===== config.mk =====
export PLATFORM = sky130hd
export DESIGN_NAME = keyword_lexer_core
export DESIGN_NICKNAME = d
export VERILOG_FILES = /design/src/hw/rtl/klex_pkg.sv /design/src/hw/rtl/klex_queue.sv /design/src/hw/rtl/klex_front.sv /design/src/hw/rtl/klex_back.sv /design/src/hw/rtl/keyword_lexer_core.sv
export SDC_FILE = /design/constraint.sdc
export NUM_CORES = 1
export LEC_CHECK = 0
export CORE_MARGIN = 4
export CORE_UTILIZATION = 50
export CTS_CLUSTER_DIAMETER = 150
export DETAILED_ROUTE_END_ITERATION = 6
export DONT_BUFFER_PORTS = 1
export HOLD_SLACK_MARGIN = 0.02
export PLACE_DENSITY = 0.73
export SYNTH_ARGS = -nofsm -noshare
export SYNTH_HDL_FRONTEND = slang
export SYNTH_SLANG_ARGS = --single-unit

===== constraint.sdc =====
create_clock -name clk -period 7.4 [get_ports clk]
set_input_delay 0.74 -clock clk [delete_from_list [all_inputs] [get_ports clk]]
set_output_delay 0.74 -clock clk [all_outputs]
set_load 0.1 [all_outputs]

===== src/hw/rtl/klex_pkg.sv =====
// Shared types, constants and keyword tables for the keyword lexer.
`timescale 1ns / 1ps
`default_nettype none

package klex_pkg;

    // Default parameter values
    localparam int MAX_WORD_LEN_DEF = 128;
    localparam int TABLE_DEPTH_DEF  = 128;

    // Keyword table geometry
    localparam int NUM_KW     = 9;
    localparam int KW_MAXLEN  = 10;
    localparam logic [8:0] ALL_KW = 9'h1FF;

    // Field widths
    localparam int CH_W    = 8;
    localparam int KIDX_W  = 4;
    localparam int LEN_W   = 7;
    localparam int SLOT_W  = 7;
    localparam int KIND_W  = 2;
    localparam int TDATA_W = 32;

    // Output tdata bit positions, lowest field first
    localparam int KIDX_LSB  = 0;
    localparam int LEN_LSB   = KIDX_LSB + KIDX_W;
    localparam int SEP_LSB   = LEN_LSB + LEN_W;
    localparam int TRUNC_BIT = SEP_LSB + CH_W;
    localparam int DROP_BIT  = TRUNC_BIT + 1;
    localparam int SLOT_LSB  = DROP_BIT + 1;
    localparam int USED_W    = SLOT_LSB + SLOT_W;

    // Queue between front and back
    localparam int QUEUE_DEPTH = 2;

    // Token classes
    typedef enum logic [KIND_W-1:0] {
        KIND_RESERVED = 2'd0,
        KIND_IDENT    = 2'd1,
        KIND_SEP      = 2'd2
    } kind_t;

    // Separator characters
    localparam logic [7:0] CH_SPACE = 8'h20;
    localparam logic [7:0] CH_TAB   = 8'h09;
    localparam logic [7:0] CH_NL    = 8'h0A;
    localparam logic [7:0] CH_SEMI  = 8'h3B;
    localparam logic [7:0] CH_COMMA = 8'h2C;
    localparam logic [7:0] CH_DOT   = 8'h2E;
    localparam logic [7:0] CH_LPAR  = 8'h28;
    localparam logic [7:0] CH_RPAR  = 8'h29;
    localparam logic [7:0] CH_LBRK  = 8'h5B;
    localparam logic [7:0] CH_RBRK  = 8'h5D;
    localparam logic [7:0] CH_LBRC  = 8'h7B;
    localparam logic [7:0] CH_RBRC  = 8'h7D;

    // Keyword spellings, zero padded
    localparam logic [7:0] KW_TEXT [NUM_KW][KW_MAXLEN] = '{
        '{"i", "f", 8'h00, 8'h00, 8'h00, 8'h00, 8'h00, 8'h00, 8'h00, 8'h00},
        '{"e", "l", "s", "e", 8'h00, 8'h00, 8'h00, 8'h00, 8'h00, 8'h00},
        '{"i", "n", "t", 8'h00, 8'h00, 8'h00, 8'h00, 8'h00, 8'h00, 8'h00},
        '{"#", "i", "n", "c", "l", "u", "d", "e", 8'h00, 8'h00},
        '{"<", "s", "t", "d", "l", "i", "b", ".", "h", ">"},
        '{"<", "s", "t", "d", "d", "i", "o", ".", "h", ">"},
        '{"m", "a", "i", "n", 8'h00, 8'h00, 8'h00, 8'h00, 8'h00, 8'h00},
        '{"r", "e", "t", "u", "r", "n", 8'h00, 8'h00, 8'h00, 8'h00},
        '{"p", "r", "i", "n", "t", "f", 8'h00, 8'h00, 8'h00, 8'h00}
    };

    localparam logic [3:0] KW_LEN [NUM_KW] = '{
        4'd2, 4'd4, 4'd3, 4'd8, 4'd10, 4'd10, 4'd4, 4'd6, 4'd6
    };

    // Work item handed from front to back: an optional word token and an
    // optional separator token, in that order.
    typedef struct packed {
        logic               word_vld;
        kind_t              word_kind;
        logic [KIDX_W-1:0]  word_kidx;
        logic [LEN_W-1:0]   word_len;
        logic               word_trunc;
        logic               sep_vld;
        logic [CH_W-1:0]    sep_char;
    } job_t;

    // Queue status toward the front and back
    typedef struct packed {
        logic full;
        logic empty;
    } q_status_t;

    // True for the twelve splitting characters
    function automatic logic is_sep(input logic [7:0] c);
        return c inside {CH_SPACE, CH_TAB, CH_NL, CH_SEMI, CH_COMMA, CH_DOT,
                         CH_LPAR, CH_RPAR, CH_LBRK, CH_RBRK, CH_LBRC, CH_RBRC};
    endfunction

    // True for separators that make a token of their own
    function automatic logic is_emitting_sep(input logic [7:0] c);
        return !(c inside {CH_SPACE, CH_TAB, CH_NL});
    endfunction

    // Character c sits at position pos of keyword k
    function automatic logic kw_hit(input int k, input logic [LEN_W-1:0] pos,
                                    input logic [7:0] c);
        logic hit;
        hit = 1'b0;
        if (pos < {3'd0, KW_LEN[k]})
            hit = (KW_TEXT[k][pos[3:0]] == c);
        return hit;
    endfunction

endpackage

`default_nettype wire


===== src/hw/rtl/klex_queue.sv =====
// Two-entry job queue between the lexer front and back.
`timescale 1ns / 1ps
`default_nettype none

module klex_queue
(
    input  wire logic              clk,
    input  wire logic              rst_n,
    input  wire logic              push,
    input  wire klex_pkg::job_t    push_job,
    input  wire logic              pop,
    output klex_pkg::job_t         head_job,
    output klex_pkg::q_status_t    status
);

    localparam int PTR_W = $clog2(klex_pkg::QUEUE_DEPTH);
    localparam int CNT_W = $clog2(klex_pkg::QUEUE_DEPTH + 1);

    klex_pkg::job_t   mem_reg [klex_pkg::QUEUE_DEPTH];
    logic [PTR_W-1:0] wr_ptr_reg, wr_ptr_next;
    logic [PTR_W-1:0] rd_ptr_reg, rd_ptr_next;
    logic [CNT_W-1:0] count_reg, count_next;
    logic             do_push, do_pop;

    // Gate pushes and pops by occupancy
    assign status.full  = (count_reg == CNT_W'(klex_pkg::QUEUE_DEPTH));
    assign status.empty = (count_reg == '0);
    assign do_push      = push && !status.full;
    assign do_pop       = pop && !status.empty;
    assign head_job     = mem_reg[rd_ptr_reg];

    // Advance pointers and occupancy
    always_comb
    begin
        wr_ptr_next = wr_ptr_reg;
        rd_ptr_next = rd_ptr_reg;
        count_next  = count_reg;
        if (do_push)
            wr_ptr_next = (wr_ptr_reg == PTR_W'(klex_pkg::QUEUE_DEPTH - 1)) ? '0
                        : wr_ptr_reg + 1'b1;
        if (do_pop)
            rd_ptr_next = (rd_ptr_reg == PTR_W'(klex_pkg::QUEUE_DEPTH - 1)) ? '0
                        : rd_ptr_reg + 1'b1;
        if (do_push && !do_pop)
            count_next = count_reg + 1'b1;
        else if (do_pop && !do_push)
            count_next = count_reg - 1'b1;
    end

    always_ff @(posedge clk or negedge rst_n)
    begin
        if (!rst_n)
        begin
            wr_ptr_reg <= '0;
            rd_ptr_reg <= '0;
            count_reg  <= '0;
        end
        else
        begin
            wr_ptr_reg <= wr_ptr_next;
            rd_ptr_reg <= rd_ptr_next;
            count_reg  <= count_next;
        end
    end

    // Store the job
    always_ff @(posedge clk)
    begin
        if (do_push)
            mem_reg[wr_ptr_reg] <= push_job;
    end

endmodule

`default_nettype wire


===== src/hw/rtl/klex_front.sv =====
// Lexer front: accepts characters, tracks the pending word, classifies tokens.
`timescale 1ns / 1ps
`default_nettype none

module klex_front
#(
    parameter int MAX_WORD_LEN = klex_pkg::MAX_WORD_LEN_DEF
)
(
    input  wire logic                     clk,
    input  wire logic                     rst_n,
    input  wire logic                     in_valid,
    output logic                          in_ready,
    input  wire logic [klex_pkg::CH_W-1:0] in_ch,
    input  wire logic                     in_end,
    input  wire klex_pkg::q_status_t      q_status,
    output logic                          push,
    output klex_pkg::job_t                push_job
);

    localparam int WORD_CAP = (MAX_WORD_LEN - 1 < 127) ? MAX_WORD_LEN - 1 : 127;

    logic [klex_pkg::LEN_W-1:0]  pend_len_reg, pend_len_next;
    logic [klex_pkg::NUM_KW-1:0] mask_reg, mask_next;
    logic                        ovf_reg, ovf_next;
    logic                        accept, sep_in, flush;
    klex_pkg::job_t              job;

    assign in_ready = !q_status.full;
    assign accept   = in_valid && in_ready;
    assign sep_in   = !in_end && klex_pkg::is_sep(in_ch);
    assign flush    = in_end || sep_in;

    // Classify the pending word and any separator token
    always_comb
    begin
        job            = '0;
        job.word_vld   = flush && (pend_len_reg != '0);
        job.word_kind  = klex_pkg::KIND_IDENT;
        job.word_len   = pend_len_reg;
        job.word_trunc = ovf_reg;
        for (int k = klex_pkg::NUM_KW - 1; k >= 0; k--)
        begin
            if (mask_reg[k] && ({3'd0, klex_pkg::KW_LEN[k]} == pend_len_reg))
            begin
                job.word_kind = klex_pkg::KIND_RESERVED;
                job.word_kidx = klex_pkg::KIDX_W'(k);
            end
        end
        job.sep_vld  = sep_in && klex_pkg::is_emitting_sep(in_ch);
        job.sep_char = job.sep_vld ? in_ch : '0;
    end

    assign push     = accept && (job.word_vld || job.sep_vld);
    assign push_job = job;

    // Update the pending word state
    always_comb
    begin
        pend_len_next = pend_len_reg;
        mask_next     = mask_reg;
        ovf_next      = ovf_reg;
        if (accept)
        begin
            if (flush)
            begin
                pend_len_next = '0;
                mask_next     = klex_pkg::ALL_KW;
                ovf_next      = 1'b0;
            end
            else if (pend_len_reg >= klex_pkg::LEN_W'(WORD_CAP))
            begin
                ovf_next  = 1'b1;
                mask_next = '0;
            end
            else
            begin
                for (int k = 0; k < klex_pkg::NUM_KW; k++)
                    mask_next[k] = mask_reg[k] && klex_pkg::kw_hit(k, pend_len_reg, in_ch);
                pend_len_next = pend_len_reg + 1'b1;
            end
        end
    end

    always_ff @(posedge clk or negedge rst_n)
    begin
        if (!rst_n)
        begin
            pend_len_reg <= '0;
            mask_reg     <= klex_pkg::ALL_KW;
            ovf_reg      <= 1'b0;
        end
        else
        begin
            pend_len_reg <= pend_len_next;
            mask_reg     <= mask_next;
            ovf_reg      <= ovf_next;
        end
    end

endmodule

`default_nettype wire


===== src/hw/rtl/klex_back.sv =====
// Lexer back: assigns table slots and emits token records one beat at a time.
`timescale 1ns / 1ps
`default_nettype none

module klex_back
#(
    parameter int TABLE_DEPTH = klex_pkg::TABLE_DEPTH_DEF
)
(
    input  wire logic                         clk,
    input  wire logic                         rst_n,
    input  wire klex_pkg::job_t               head_job,
    input  wire klex_pkg::q_status_t          q_status,
    output logic                              pop,
    output logic                              out_valid,
    input  wire logic                         out_ready,
    output logic [klex_pkg::TDATA_W-1:0]      out_data,
    output logic [klex_pkg::KIND_W-1:0]       out_kind,
    output logic                              out_last
);

    localparam int CNT_W = $clog2(TABLE_DEPTH + 1);
    localparam logic [CNT_W-1:0] DEPTH_C = CNT_W'(TABLE_DEPTH);

    logic [CNT_W-1:0]            count_reg, count_next;
    logic                        phase_reg, phase_next;
    logic                        valid_reg, valid_next;
    logic [klex_pkg::TDATA_W-1:0] data_reg;
    logic [klex_pkg::KIND_W-1:0] kind_reg;
    logic                        last_reg;

    logic                        load, word_beat, rec_last, full_tbl;
    logic [CNT_W+klex_pkg::SLOT_W-1:0] count_ext;
    logic [klex_pkg::SLOT_W-1:0] slot;
    logic [klex_pkg::TDATA_W-1:0] rec_data;
    logic [klex_pkg::KIND_W-1:0] rec_kind;

    // Load a new beat when the output register is free or draining
    assign load      = !q_status.empty && (!valid_reg || out_ready);
    assign word_beat = !phase_reg && head_job.word_vld;
    assign rec_last  = !word_beat || !head_job.sep_vld;
    assign pop       = load && rec_last;

    // Claim a slot
    assign full_tbl  = (count_reg >= DEPTH_C);
    assign count_ext = {{klex_pkg::SLOT_W{1'b0}}, count_reg};
    assign slot      = full_tbl ? '0 : count_ext[klex_pkg::SLOT_W-1:0];

    // Build the record for this beat
    always_comb
    begin
        rec_data = '0;
        if (word_beat)
        begin
            rec_kind = head_job.word_kind;
            rec_data[klex_pkg::KIDX_LSB +: klex_pkg::KIDX_W] = head_job.word_kidx;
            rec_data[klex_pkg::LEN_LSB +: klex_pkg::LEN_W]   = head_job.word_len;
            rec_data[klex_pkg::TRUNC_BIT]                    = head_job.word_trunc;
        end
        else
        begin
            rec_kind = klex_pkg::KIND_SEP;
            rec_data[klex_pkg::LEN_LSB +: klex_pkg::LEN_W] = klex_pkg::LEN_W'(1);
            rec_data[klex_pkg::SEP_LSB +: klex_pkg::CH_W]  = head_job.sep_char;
        end
        rec_data[klex_pkg::DROP_BIT]                      = full_tbl;
        rec_data[klex_pkg::SLOT_LSB +: klex_pkg::SLOT_W]  = slot;
    end

    // Advance phase, table count and output valid
    always_comb
    begin
        phase_next = phase_reg;
        count_next = count_reg;
        valid_next = valid_reg;
        if (valid_reg && out_ready)
            valid_next = 1'b0;
        if (load)
        begin
            valid_next = 1'b1;
            phase_next = !rec_last;
            if (!full_tbl)
                count_next = count_reg + 1'b1;
        end
    end

    always_ff @(posedge clk or negedge rst_n)
    begin
        if (!rst_n)
        begin
            phase_reg <= 1'b0;
            count_reg <= '0;
            valid_reg <= 1'b0;
        end
        else
        begin
            phase_reg <= phase_next;
            count_reg <= count_next;
            valid_reg <= valid_next;
        end
    end

    // Hold the beat payload
    always_ff @(posedge clk)
    begin
        if (load)
        begin
            data_reg <= rec_data;
            kind_reg <= rec_kind;
            last_reg <= rec_last;
        end
    end

    assign out_valid = valid_reg;
    assign out_data  = data_reg;
    assign out_kind  = kind_reg;
    assign out_last  = last_reg;

endmodule

`default_nettype wire


===== src/hw/rtl/keyword_lexer_core.sv =====
// Top level of the keyword lexer: front, job queue and back.
// Takes one character (or an end marker) per beat and returns token records.
// The input side accepts one beat every cycle while the two-entry job queue
// has room; a character that closes a word and is itself a token makes two
// records, which leave one after the other through the single output
// register, so the output port sets the sustained rate. A record passes
// through the job queue and the output register before m_axis_tvalid rises.
// Words keep min(MAX_WORD_LEN - 1, 127) characters; table slots run from zero to
// TABLE_DEPTH - 1, after which records are marked dropped with slot zero.
// End markers flush the pending word but keep the table count.
`timescale 1ns / 1ps
`default_nettype none

module keyword_lexer_core
#(
    parameter int MAX_WORD_LEN = klex_pkg::MAX_WORD_LEN_DEF,
    parameter int TABLE_DEPTH  = klex_pkg::TABLE_DEPTH_DEF
)
(
    input  wire logic        clk,
    input  wire logic        rst_n,
    input  wire logic        s_axis_tvalid,
    output logic             s_axis_tready,
    input  wire logic [7:0]  s_axis_tdata,   // [7:0] ch
    input  wire logic        s_axis_tuser,   // [0] is_end
    output logic             m_axis_tvalid,
    input  wire logic        m_axis_tready,
    output logic [31:0]      m_axis_tdata,   // [3:0] keyword_index, [10:4] word_length,
                                             // [18:11] sep_char, [19] truncated,
                                             // [20] dropped, [27:21] slot, [31:28] zero
    output logic [1:0]       m_axis_tuser,   // [1:0] kind
    output logic             m_axis_tlast    // last_of_run
);

    klex_pkg::q_status_t q_status;
    klex_pkg::job_t      push_job, head_job;
    logic                push, pop;

    klex_front #(
        .MAX_WORD_LEN (MAX_WORD_LEN)
    ) u_front (
        .clk      (clk),
        .rst_n    (rst_n),
        .in_valid (s_axis_tvalid),
        .in_ready (s_axis_tready),
        .in_ch    (s_axis_tdata),
        .in_end   (s_axis_tuser),
        .q_status (q_status),
        .push     (push),
        .push_job (push_job)
    );

    klex_queue u_queue (
        .clk      (clk),
        .rst_n    (rst_n),
        .push     (push),
        .push_job (push_job),
        .pop      (pop),
        .head_job (head_job),
        .status   (q_status)
    );

    klex_back #(
        .TABLE_DEPTH (TABLE_DEPTH)
    ) u_back (
        .clk       (clk),
        .rst_n     (rst_n),
        .head_job  (head_job),
        .q_status  (q_status),
        .pop       (pop),
        .out_valid (m_axis_tvalid),
        .out_ready (m_axis_tready),
        .out_data  (m_axis_tdata),
        .out_kind  (m_axis_tuser),
        .out_last  (m_axis_tlast)
    );

endmodule

`default_nettype wire


* Word level (Yosys, flattened, before mapping)
Memory sizes are Yosys's and may differ from the RTL's.
Cells that the tools add are included.
** Storage, ports and cells
- Memory bits (writable) :: 46
- Flip-flop bits (word level) :: 62
- Latch bits :: 0
- Memories kept :: 10
- Logic and storage cells :: 205
- ROM bits :: 1152
** Memory list
- (name not given) :: depth 16, bits a word 8, read ports 1, clocked after Yosys merged registers in 0, wr ports 0, RTL line klex_pkg.sv:109 : hit = (KW_TEXT[k][pos[3:0]] == c);
- (name not given) :: depth 16, bits a word 8, read ports 1, clocked after Yosys merged registers in 0, wr ports 0, RTL line klex_pkg.sv:109
- (name not given) :: depth 16, bits a word 8, read ports 1, clocked after Yosys merged registers in 0, wr ports 0, RTL line klex_pkg.sv:109
- (name not given) :: depth 16, bits a word 8, read ports 1, clocked after Yosys merged registers in 0, wr ports 0, RTL line klex_pkg.sv:109
- (name not given) :: depth 16, bits a word 8, read ports 1, clocked after Yosys merged registers in 0, wr ports 0, RTL line klex_pkg.sv:109
- (name not given) :: depth 16, bits a word 8, read ports 1, clocked after Yosys merged registers in 0, wr ports 0, RTL line klex_pkg.sv:109
- 4 more memories
** Operators by class
- $lt $le $gt $ge :: 9
- Mux-type cells :: 78
- Multipliers :: 0
- $add $sub $neg :: 6
- Shift-type cells :: 0
- Equal/unequal tests :: 29
- Bitwise logic cells :: 2
- Div/mod/pow operators :: 0
- Reduce and logical (&&, ||, !) cells :: 56
** Operators by type and width (number)
- $mux 8 :: 19
- $eq 8x8->1 :: 9
- $eq 8x6->1 const B :: 6
- $mux 5 :: 9
- $mux 1 :: 44
- $eq 8x7->1 const B :: 4
- $logic_and 1x1->1 :: 31
- $mux 9 :: 2
- $eq 8x4->1 const B :: 2
- $eq 2x7->1 const A :: 2
- $eq 3x7->1 const A :: 2
- $eq 4x7->1 const A :: 2
- $lt 7x2->1 const B :: 2
- $lt 7x3->1 const B :: 2
- $lt 7x4->1 const B :: 2
- $mux 7 :: 2
- $reduce_bool 12->1 :: 1
- $logic_not 1->1 :: 11
- $add 8x1->8 const B :: 1
- $ge 8x8->1 const B :: 1
- $add 7x1->7 const B :: 1
- $ge 7x7->1 const B :: 1
- $reduce_bool 7->1 :: 1
- $reduce_and 2->1 :: 3
- 13 further kinds :: 20

* Longest topological paths before layout
- Depth in word-level cells :: 12
- Mapped depth :: 12
- Gate-level depth less buffers :: 9

* Cells and area by module
From an unflattened synthesis, not the netlist that was laid out.
** Second synthesis, totals
- Cells, all modules :: 516
- Area, all modules :: 6103.4 um^2
** By module, submodules not included
- klex_front :: times used 1, sequential area each 436.7 um^2, cells each 308, area each 2349.8 um^2
- klex_queue :: times used 1, sequential area each 1541.5 um^2, cells each 94, area each 2030.7 um^2
- klex_back :: times used 1, sequential area each 1181.1 um^2, cells each 114, area each 1722.9 um^2

* Least setup slack after synthesis
No wires, ideal clock.
- Path kind :: input -> register
- Start point :: input s_axis_tdata[1]
- End point :: memory u_queue.mem_reg[0][0] in the netlist's numbering, enable pin
- Data arrival time :: 2947 ps
- Setup time :: 405 ps
- Path slack :: 4047 ps
- Data required time :: 6995 ps
- Path buffers :: 2
- Stages on the path :: 7
- Path through :: buf_2 -> nor4b_1 -> nor4_2 -> or2_1 -> buf_2 -> a21oi_4 -> nor2b_1
** Between the ends
- Cells in the longest elaborated chain, start to end :: 10
- Elaborated cells between the ends (all ways) :: 24
- Classes of those cells :: eq/ne (12); mux (2); reduce/logical (10)
** Ends and longest elaborated chain
- start: declaration :: RTL line keyword_lexer_core.sv:24 : input wire logic [7:0] s_axis_tdata,
- $eq 8x6->1 (tied with other cells) :: RTL line klex_pkg.sv:94, klex_pkg.sv:100
- $reduce_bool 12->1 :: RTL line klex_pkg.sv:94 : return c inside {CH_SPACE, CH_TAB, CH_NL, CH_SEMI, CH_COMMA, CH_DOT,
- $logic_and 1x1->1 :: RTL line klex_front.sv:31 : assign sep_in = !in_end && klex_pkg::is_sep(in_ch);
- $logic_or 1x1->1 :: RTL line klex_front.sv:32 : assign flush = in_end || sep_in;
- $logic_and 1x1->1 :: RTL line klex_front.sv:38 : job.word_vld = flush && (pend_len_reg != '0);
- $logic_or 1x1->1 * :: RTL line klex_front.sv:54 : assign push = accept && (job.word_vld || job.sep_vld);
- $logic_and 1x1->1 * :: RTL line klex_front.sv:54
- $logic_and 1x1->1 * :: RTL line klex_queue.sv:28 : assign do_push = push && !status.full;
- net u_queue.do_push :: RTL line klex_queue.sv:23 : logic do_push, do_pop;
- $mux 1 * :: RTL line klex_queue.sv:69 : if (do_push)
- $mux 1 (implied by the code) * :: RTL line klex_queue.sv:70 : mem_reg[wr_ptr_reg] <= push_job;
- end: declaration :: RTL line klex_queue.sv:19 : klex_pkg::job_t mem_reg [klex_pkg::QUEUE_DEPTH];
Mark *: on every way through the listed nets, which the timed path passes. The rest lies on a longest branch.

* Worst setup path in the final report
- Start point :: register u_queue.count_reg[0]
- End point :: memory u_queue.mem_reg[0][18] in the netlist's numbering, enable pin
** Between the ends
- Cells in the longest elaborated chain, start to end :: 7
** Ends and longest elaborated chain
- start: declaration :: RTL line klex_queue.sv:22 : logic [CNT_W-1:0] count_reg, count_next;
- start signal: assignment :: RTL line klex_queue.sv:62 : count_reg <= count_next;
- $eq 2x2->1 * :: RTL line klex_queue.sv:26 : assign status.full = (count_reg == CNT_W'(klex_pkg::QUEUE_DEPTH));
- $logic_not 1->1 * :: RTL line klex_front.sv:29 : assign in_ready = !q_status.full;
- net s_axis_tready :: RTL line keyword_lexer_core.sv:23 : output logic s_axis_tready,
- $logic_and 1x1->1 :: RTL line klex_front.sv:30 : assign accept = in_valid && in_ready;
- $logic_and 1x1->1 :: RTL line klex_front.sv:54
- $logic_and 1x1->1 * :: RTL line klex_queue.sv:28
- net u_queue.do_push :: RTL line klex_queue.sv:23
- $mux 1 * :: RTL line klex_queue.sv:69
- $mux 1 (implied by the code) * :: RTL line klex_queue.sv:70
Marked as above.

==> key figures <==
Status
  – Status: complete, no violations

Finish
  – Max reg flops: 46
  – Fill cells: between 900 and 1000
  – Layout Area Growth over Synthesis: 5.813%
  – Antenna cell count: 0
  – Share of cells above drive strength 1: 9.216%
  – Number of nets in the layout: 529
  – Layout Utilization: 54.92%

Synth
  – XOR/XNOR share of the synthesized area: under 10%
  – Post-synthesis register bit count: between 100 and 150
  – Yosys cell types: 70
  – Simple-gate share of the synthesized area: approximately 18%
  – Synthesized area: around 5700 um^2
  – Post-synthesis sequential area ratio: 54.13%
  – Asr flop ratio synth: between 20 and 30%
  – Mean Syn Cell Area: approximately 11 um^2
  – Largest family of logic cells by synthesized area: simple AND/OR/NAND/NOR gates
  – Post-synthesis mux area share: approximately 4.7%
  – Compound-Gate Fraction of Synth Area: between 10 and 15%
  – Synth Warn #: 0
  – Adder-cell area share of the yosys netlist: about 2.4%
  – Mapped Cells: around 520
  – EDFF count, synth: between 70 and 80
  – Most common flop cell mapped by yosys: edfxtp_1

CTS
  – Clock root buffer: clkbuf_16
  – Hold_buf cts: 0
  – Max clock buf depth: 2
  – H-tree Lvls: 3
  – Clock insertion delay at the later pin of the skew report: 0.34 ns
  – CTS tree: built
  – Cts repair resizes: 0
  – Clk slew on worst S/H paths: ~0.08 ns
  – CTS buffer count: 9
  – Clk sinks: between 100 and 150
  – Post-CTS repair timing setup buffer count: 0

STA
  – Final Cycle Share: between 40% and 50%
  – Worst setup margin: ~3.7 ns
  – Setup Viol. Count Final: 0
  – Minimum period implied by the final worst setup slack: 3.673 ns
  – Slew Viols, Final: 0
  – Final hold viol count: 0
  – Max-slew headroom: between 20% and 30%
  – TNS Setup: 0 ns
  – Fmax: between 0.2 and 0.3 GHz
  – Unrepaired setup endpoints after global routing: false
  – Skew final: about 0.011 ns
  – Worst-margin pin slew: around 1.1 ns
  – Worst hold margin: approximately 0.085 ns

Route
  – DRC viols: 0
  – Post-DRT Antenna Nets: 0
  – Post-DR vias/cell: just over 6
  – DRT iter0 DRCs: around 380
  – DRT Pass-1 Iters: 5
  – Via count: between 3000 and 4000
  – Routed WL per cell: 19.03 um
  – Final WL: roughly 12000 um

GRT
  – Gr usage total: 18.85%
  – Largest net degree at the start of global routing: 34
  – Vias in the first global route: 3628
  – First-pass GRT wire length: about 19000 um
  – Congestion Overflow GR: 0
  – Initial antenna violation count: 0

Placed design
  – Place WS: ~3.7 ns
  – HPWL Detailed: 8752 um
  – GP Congestion: about 0.9
  – PortBufs: 0

Floorplanning
  – Die H: ~120 um
  – Initial core utilization: roughly half
  – Core area: between 10000 and 15000 um^2
  – Die footprint: around 13000 um^2
  – Die width: between 100 and 150 um
  – Floorplan row count: 38
  – Io pins: 50

Worst setup path
  – Arr. time, crit path: between 3 and 4 ns
  – Worst endpoint required time: approximately 7.4 ns
  – Crit end category: flip-flop
  – Startpoint Class: flip-flop
  – Critical path class: reg -> reg
  – Critical-path maximum fanout: 23

Min path
  – Hold WC Path Type: in -> async

Run
  – Max cap viols: 0
## Yosys cell counts, drive strengths merged (6+ instances only)
cell type	instances	area (um^2)
ha	11	137.6
nand2b	12	75.07
o21ai	19	95.09
nor3	16	91.34
nand4	10	62.56
and3	8	50.05
nor2	68	267.8
nor2b	12	75.07
nand3	15	75.07
dfrtp	22	550.5
mux2i	26	260.3
buf	26	151.4
dfstp	9	236.5
nand2	26	97.59
o32ai	6	60.06
xor2	6	52.55
clkbuf	11	41.29
edfxtp	77	2312
inv	13	48.80
xnor2	28	252.8
a21oi	33	191.4
## per-stage QoR
step / instances / cell area (um^2)
2_1_floorplan: 527 / 5744
3_3_place_gp: 634 / 5759
3_5_place_dp: 634 / 5759
4_1_cts: 650 / 6058
5_1_grt: 650 / 6058
6_report: 650 / 6058
## final timing paths
| check | from | end | slack [ns] | depth (start not counted) |
|---|---|---|---|---|
| min reg2reg | u_back.count_reg[2] | u_back.count_reg[2] | 0.47 | 1 |
| max reg2reg | u_queue.count_reg[0] | u_queue.mem_reg[0][18] | 3.73 | 5 |
| min | rst_n | u_back.count_reg[2] | 0.09 | 0 |
| min in group clk | u_back.count_reg[2] | u_back.count_reg[2] | 0.47 | 1 |
| max in group asynchronous | rst_n | u_front.mask_reg[4] | 7.12 | 0 |
| max | u_queue.count_reg[0] | u_queue.mem_reg[0][18] | 3.73 | 5 |
## per-layer routing
| metal | global-route usage [%] | vias to the layer above | routed length, um |
|---|---|---|---|
| li1 | - | 1844 | - |
| met1 | 27.27 | 1912 | 5430 |
| met2 | 28.01 | 185 | 5610 |
| met3 | 3.737 | 30 | 998 |
| met4 | 7.512 | 0 | 332 |
| met5 | 0 | - | 0 |
## kinds of logic (layout without fill, tap and decap cells)
| logic type | Yosys count | count (layout) |
|---|---|---|
| AND/OR/NAND/NOR | 195 | 195 |
| flip-flops | 108 | 108 |
| AO/OA/AOI/OAI | 94 | 94 |
| buffers and inverters | 52 | 35 |
| XOR/XNOR | 34 | 34 |
| multiplexers | 27 | 27 |
| adder cells (fa/ha/maj) | 11 | 11 |
| other | 1 | 6 |
## critical path: stages, from the launching register on
cell	delay (ns)
dfrtp_1	0.43
nand2b_1	0.90
and2_1	0.61
o31ai_1	0.21
a21oi_4	0.20
nor2b_2	0.93
## final cells by class
class	instances	area, um^2	share of cell area, %
sequential	108	3099	51.16
multi-input combinational	367	2399	39.59
clock buffer	10	239.0	3.945
tap	140	175.2	2.891
clock inverter	6	60.06	0.9913
inverter	15	56.30	0.9294
timing repair buffer	4	30.03	0.4957
## cell usage in the layout, fill, tap and decap left out, types with 3 or more instances in the layout
cell and n:
xnor2_1 27, nand3b_1 3, inv_1 13, nand4b_1 3, nor2_1 65, conb_1 6
and3_1 8, o32ai_1 5, clkbuf_16 9, nand3_1 15, and2_1 3, nand2b_1 12
nor4bb_1 4, dfrtp_1 22, edfxtp_1 77, o31ai_1 3, ha_1 11, nand2_1 26
nor2b_1 11, buf_4 4, o21ai_0 17, inv_8 3, xor2_1 6, o211ai_1 3
nor3_1 15, mux2i_1 26, nand4_1 10, or2_2 3, a21oi_1 30, o22ai_1 4
dfstp_2 9, o21a_1 4
Power is not shown: default switching activity piles up to over one toggle a cycle in this logic, so the estimate is an artifact.
